### src/sv/cpvm_pkg.sv
`timescale 1ns / 1ps
// ----------------------------------------------------------------------------
// Color plane video memory package
// Shared constants, codes and types of the three-plane video memory.
// ----------------------------------------------------------------------------
package cpvm_pkg;

    localparam int PAGE_COUNT_DEF = 4;
    localparam int PAGE_SIZE_DEF  = 16384;

    localparam int PLANE_COUNT = 3;
    localparam int PLANE_W     = 8;
    localparam int WORD_W      = PLANE_COUNT * PLANE_W;
    localparam int ADDRESS_W   = 14;
    localparam int PAGE_W      = 2;
    localparam int CTRL_W      = 8;
    localparam int LIN_W       = 16;

    localparam int CTRL_SET_BIT   = 0;
    localparam int CTRL_WSEL_LSB  = 1;
    localparam int CTRL_RSEL_LSB  = 4;
    localparam int CTRL_COLOR_BIT = 7;

    typedef enum logic {
        OP_READ  = 1'b0,
        OP_WRITE = 1'b1
    } opcode_t;

    typedef enum logic {
        REG_COLOR_CONTROL = 1'b0,
        REG_ACCESS_PAGE   = 1'b1
    } reg_index_t;

    typedef logic [WORD_W-1:0] word_t;

endpackage

### src/sv/cpvm_plane_alu.sv
`timescale 1ns / 1ps
// ----------------------------------------------------------------------------
// Color plane video memory plane logic
// Computes the updated three-plane word of a write and the combined byte of a
// read from one stored word and the color control register.
// ----------------------------------------------------------------------------
module cpvm_plane_alu (
    input  logic [cpvm_pkg::CTRL_W-1:0]  color_control,
    input  logic [cpvm_pkg::PLANE_W-1:0] mask,
    input  cpvm_pkg::word_t              word,
    output cpvm_pkg::word_t              word_next,
    output logic [cpvm_pkg::PLANE_W-1:0] read_byte
);

    logic color;
    logic setb;

    assign color = color_control[cpvm_pkg::CTRL_COLOR_BIT];
    assign setb  = color_control[cpvm_pkg::CTRL_SET_BIT];

    always_comb
    begin
        logic [cpvm_pkg::PLANE_W-1:0] plane;
        logic wsel;
        logic rsel;
        read_byte = '0;
        word_next = word;
        for (int p = 0; p < cpvm_pkg::PLANE_COUNT; p++)
        begin
            plane = word[p*cpvm_pkg::PLANE_W +: cpvm_pkg::PLANE_W];
            wsel  = color_control[cpvm_pkg::CTRL_WSEL_LSB + p];
            rsel  = color_control[cpvm_pkg::CTRL_RSEL_LSB + p];
            if (color)
            begin
                word_next[p*cpvm_pkg::PLANE_W +: cpvm_pkg::PLANE_W] =
                    wsel ? (plane | mask) : (plane & ~mask);
                read_byte = read_byte | (rsel ? ~plane : plane);
            end
            else
            begin
                if (!wsel)
                begin
                    word_next[p*cpvm_pkg::PLANE_W +: cpvm_pkg::PLANE_W] =
                        setb ? (plane | mask) : (plane & ~mask);
                end
                if (rsel)
                begin
                    read_byte = read_byte | plane;
                end
            end
        end
    end

endmodule

### config.mk
export PLATFORM = sky130hd
export DESIGN_NAME = cpvm_plane_alu
export DESIGN_NICKNAME = d
export VERILOG_FILES = /design/src/sv/cpvm_pkg.sv /design/src/sv/cpvm_plane_alu.sv
export SDC_FILE = /design/constraint.sdc
export NUM_CORES = 1
export LEC_CHECK = 0
export BUFFER_PORTS_ARGS = -buffer_cell sky130_fd_sc_hd__buf_2
export CAP_MARGIN = 10
export CORE_UTILIZATION = 30
export DETAILED_ROUTE_END_ITERATION = 8
export PLACE_DENSITY_LB_ADDON = 0.25
export SYNTH_ARGS = -nofsm -noshare
export SYNTH_HDL_FRONTEND = slang
export SYNTH_SLANG_ARGS = --single-unit
### constraint.sdc
create_clock -name vclk -period 3.1
set_input_delay 0.62 -clock vclk [all_inputs]
set_output_delay 0.62 -clock vclk [all_outputs]
set_load 0.02 [all_outputs]
# After elaboration in Yosys (flattened, before gate mapping)
# Cells that the tools add are included.
# totals
reg_bits,0
latchBits,0
ram_bits,0
rom_bits,0
word_cells,35
n_memories,0
# classes
addsub,0
multipliers,0
div,0
n_lt_le_gt_ge,0
eq_ne,0
shift,0
mux,21
bitwise,14
n_reduce_logical,0
# op_table
op,count
$mux W8,21
$or A8 B8 Y8,7
$not A8 Y8,4
$and A8 B8 Y8,3

# Longest topological paths before layout
# logic_depth
word_depth,9
ltp_mapped,5
mapped_depth_nobuf,3

# Worst setup path after synthesis
# No wires, ideal clock.
# synth_path
path_type,in2out
startpoint,input port color_control[5] (netlist name)
endpoint,output port read_byte[6] (netlist name)
arrival_ns,1.437
required_ns,2.480
path_slack_ns,1.043
cell_stages,5
n_path_buf,2
cell_sequence,buf_6 > buf_8 > xor2_1 > nor4b_2 > a21oi_1
# synth_via
elab_chain_len,6
word_cells_on_any_way,8
cone_classes,mux (5); bitwise (3)
# synth_rtl
element,line,rtl
"start, declared",cpvm_plane_alu.sv:8,"input logic [cpvm_pkg::CTRL_W-1:0] color_control,"
$mux W8,cpvm_plane_alu.sv:37,read_byte = read_byte | (rsel ? ~plane : plane);
$or A8 B8 Y8,cpvm_plane_alu.sv:37,
$mux W8 *,cpvm_plane_alu.sv:33,if (color)
$or A8 B8 Y8,cpvm_plane_alu.sv:48,read_byte = read_byte | plane;
$mux W8,cpvm_plane_alu.sv:46,if (rsel)
$mux W8 *,cpvm_plane_alu.sv:33,
"end, declared",cpvm_plane_alu.sv:12,output logic [cpvm_pkg::PLANE_W-1:0] read_byte
# Every way passes the cells marked *; elsewhere a longest branch is shown, timed or not.

# Final worst setup path
# layout_path
startpoint,input port color_control[7] (netlist name)
endpoint,output port word_next[12]
# layout_via
elab_chain_len,1
# layout_rtl
element,line,rtl
$mux W8,cpvm_plane_alu.sv:33,
"end, declared",cpvm_plane_alu.sv:11,"output cpvm_pkg::word_t word_next,"
# Every way passes these cells.

==> metrics.md <==
| Metric | Value |
|---|---|
| Relative slew slack | `53.4%` |
| Wirelength, routed | `3.10 mm` |
| Multi-input combinational cell area | `733 um^2` |
| Global route total overflow | `0` |
| Number of clock buffers in the layout | `0` |
| Crit path required time | `2.48 ns` |
| Path type of the worst min-delay path | `in2out` |
| Diodes inserted | `0` |
| Share of final-layout standard cells stronger than drive strength 1 | `39.0%` |
| Count of TritonRoute iterations in the first routing pass | `4` |
| Class of the most critical setup path | `in2out` |
| Routed via count | `1192` |
| Sequential cell fraction of total power | `0%` |
| Post-CTS resize count | `0` |
| Summed negative setup slack over all endpoints | `0 ns` |
| Initial cell density of the core | `32.5%` |
| Iteration-0 DRC Markers | `32` |
| DRC errors left | `0` |
| Average vias per placed instance | `5.49` |
| Number of hold buffers added after CTS | `0` |
| Final Hold Violating Endpoints | `0` |
| Post-synthesis net count | `172` |
| Final critical delay including setup and external delays | `2.56 ns` |
| Initial antenna violation count | `0` |
| Post-layout net count | `237` |
| Area of the core | `0.00252 mm^2` |
| RSZ-0062 raised after global routing | `no` |
| IO Pins | `72` |
| Worst vdd ir | `0.0960 mV` |
| Wire per inst | `14.3 um` |
| Max Clk Rate | `0.391 GHz` |
| Critical-path maximum fanout | `21` |
| Outcome | `complete, no violations` |
| P_leak | `0.553 nW` |
| Worst setup slack after layout | `0.540 ns` |
| Internal Dissipation | `82.7 uW` |
| Number of max-slew violations in the final report | `0` |
| DIE WIDTH | `54.3 um` |
| Num rows | `18` |
| Clock network fraction of design power | `0%` |
| Post-DP HPWL | `2.33 mm` |
| Number of fill cells | `284` |
| Antenna violation net count after detailed routing | `0` |
| Area Overhead vs Synth | `39.2%` |
| Synth unique cells | `17` |
| Fraction of power spent switching nets | `63.5%` |
| Share of the clock period used by the worst path after layout | `82.6%` |
| Power density over cell area | `198 mW/mm^2` |
| Combined area of all synthesized cells | `821 um^2` |
| Max-capacitance violation count | `0` |
| All-Layer GR Usage | `20.5%` |
| Final setup fails | `0` |
| Pin count of the biggest net entering global routing | `22` |
| Actual transition at the worst max-transition pin | `0.697 ns` |
| Dpl ws | `0.566 ns` |
| Total area of sequential cells | `0 um^2` |
| Total setup buffers inserted after CTS | `0` |
| Vias in the first global route | `1080` |
| Die footprint | `0.00295 mm^2` |
| CP Data Arrival Time | `1.94 ns` |
| Global-route wire length before repair | `4.53 mm` |
| Gp weighted congestion | `0.764` |
| Psw | `144 uW` |
| Part of the power in combinational logic | `100.0%` |
| Endpoint type of the worst setup path | `output port` |
| Total of buffers placed on input and output ports | `72` |
| Mean instance size in the synthesized netlist | `6.62 um^2` |
| Seq_cells | `0` |
| Die Span Y | `54.3 um` |
| Total number of yosys warnings | `0` |
| Element type at the critical path start | `input port` |
| Sequential-to-total area share from yosys stat | `0%` |
| Instance count of the mapped netlist | `124` |
==> cells by family after synthesis <==
group           after synthesis  synth area share [%]
xor+xnor                     16                  17.1
compound gates               64                  41.9
buf+inv                      12                  10.7
simple gates                 24                  18.1
fa+ha+maj                     8                  12.2
==> placed cells by master (no fill, tap or decap) <==
cell                       count
sky130_fd_sc_hd__a211oi_1      8
sky130_fd_sc_hd__a21oi_1      53
sky130_fd_sc_hd__a31oi_1       3
sky130_fd_sc_hd__buf_2        72
sky130_fd_sc_hd__ha_1          8
sky130_fd_sc_hd__inv_1         3
sky130_fd_sc_hd__nand2_1       8
sky130_fd_sc_hd__nand2b_1      4
sky130_fd_sc_hd__nor2_1        3
sky130_fd_sc_hd__nor2b_1       1
sky130_fd_sc_hd__nor4b_1       7
sky130_fd_sc_hd__nor4b_2       1
sky130_fd_sc_hd__xor2_1       16
==> cell usage after synthesis, drive strengths merged <==
cell	count	area (um^2)
a211oi	8	60.1
a21oi	53	265
a31oi	3	18.8
buf	8	71.3
clkbuf	1	5.00
ha	8	100
inv	3	11.3
nand2	8	30.0
nand2b	4	25.0
nor2	3	11.3
nor2b	1	6.26
nor4b	8	76.3
xor2	16	140
==> per-layer routing <==
metal  vias to the layer above  share of wire [%]  global-route usage (%)
li1                        590                  -                       -
met1                       532                 44                    25.2
met2                        70                 48                    40.7
met3                         0                7.4                   0.278
met4                         0                  0                    1.28
met5                         -                  0                       0
==> area by class of cell <==
type	count	area share (%)
multi-input cells	112	64.2
inverters	3	0.986
well taps	30	3.29
repair buffers	72	31.5
==> final timing paths <==
check / from / to / cells past startpoint
worst min-delay path: mask[2] / word_next[2] / 3
worst max-delay path: color_control[7] / word_next[12] / 5
==> per-stage QoR <==
step | area, um^2 | std cells | utilization [%] | hold WS [ns] | power (mW)
2_1_floorplan | 821 | 124 | - | 1.37 | 0.138
3_3_place_gp | 1140 | 217 | 45.3 | 1.57 | 0.217
3_5_place_dp | 1140 | 217 | 45.3 | 1.58 | 0.225
4_1_cts | 1140 | 217 | 45.3 | 1.58 | 0.225
5_1_grt | 1140 | 217 | 45.3 | 1.60 | 0.247
6_report | 1140 | 217 | 45.3 | 1.58 | 0.226
==> power by group through the flow <==
stage / clock network [mW] / logic [mW] / registers, mW
final: 0 / 0.226 / 0
after detailed placement: 0 / 0.225 / 0
after CTS: 0 / 0.225 / 0
after global placement: 0 / 0.217 / 0
after global routing: 0 / 0.247 / 0
after floorplan: 0 / 0.138 / 0
==> critical path, cell delays in order <==
cell,delay (ns)
sky130_fd_sc_hd__buf_2,0.29
sky130_fd_sc_hd__nor2b_1,0.14
sky130_fd_sc_hd__nor2_1,0.56
sky130_fd_sc_hd__a21oi_1,0.14
sky130_fd_sc_hd__buf_2,0.19
(Power assumes the default switching activity.)
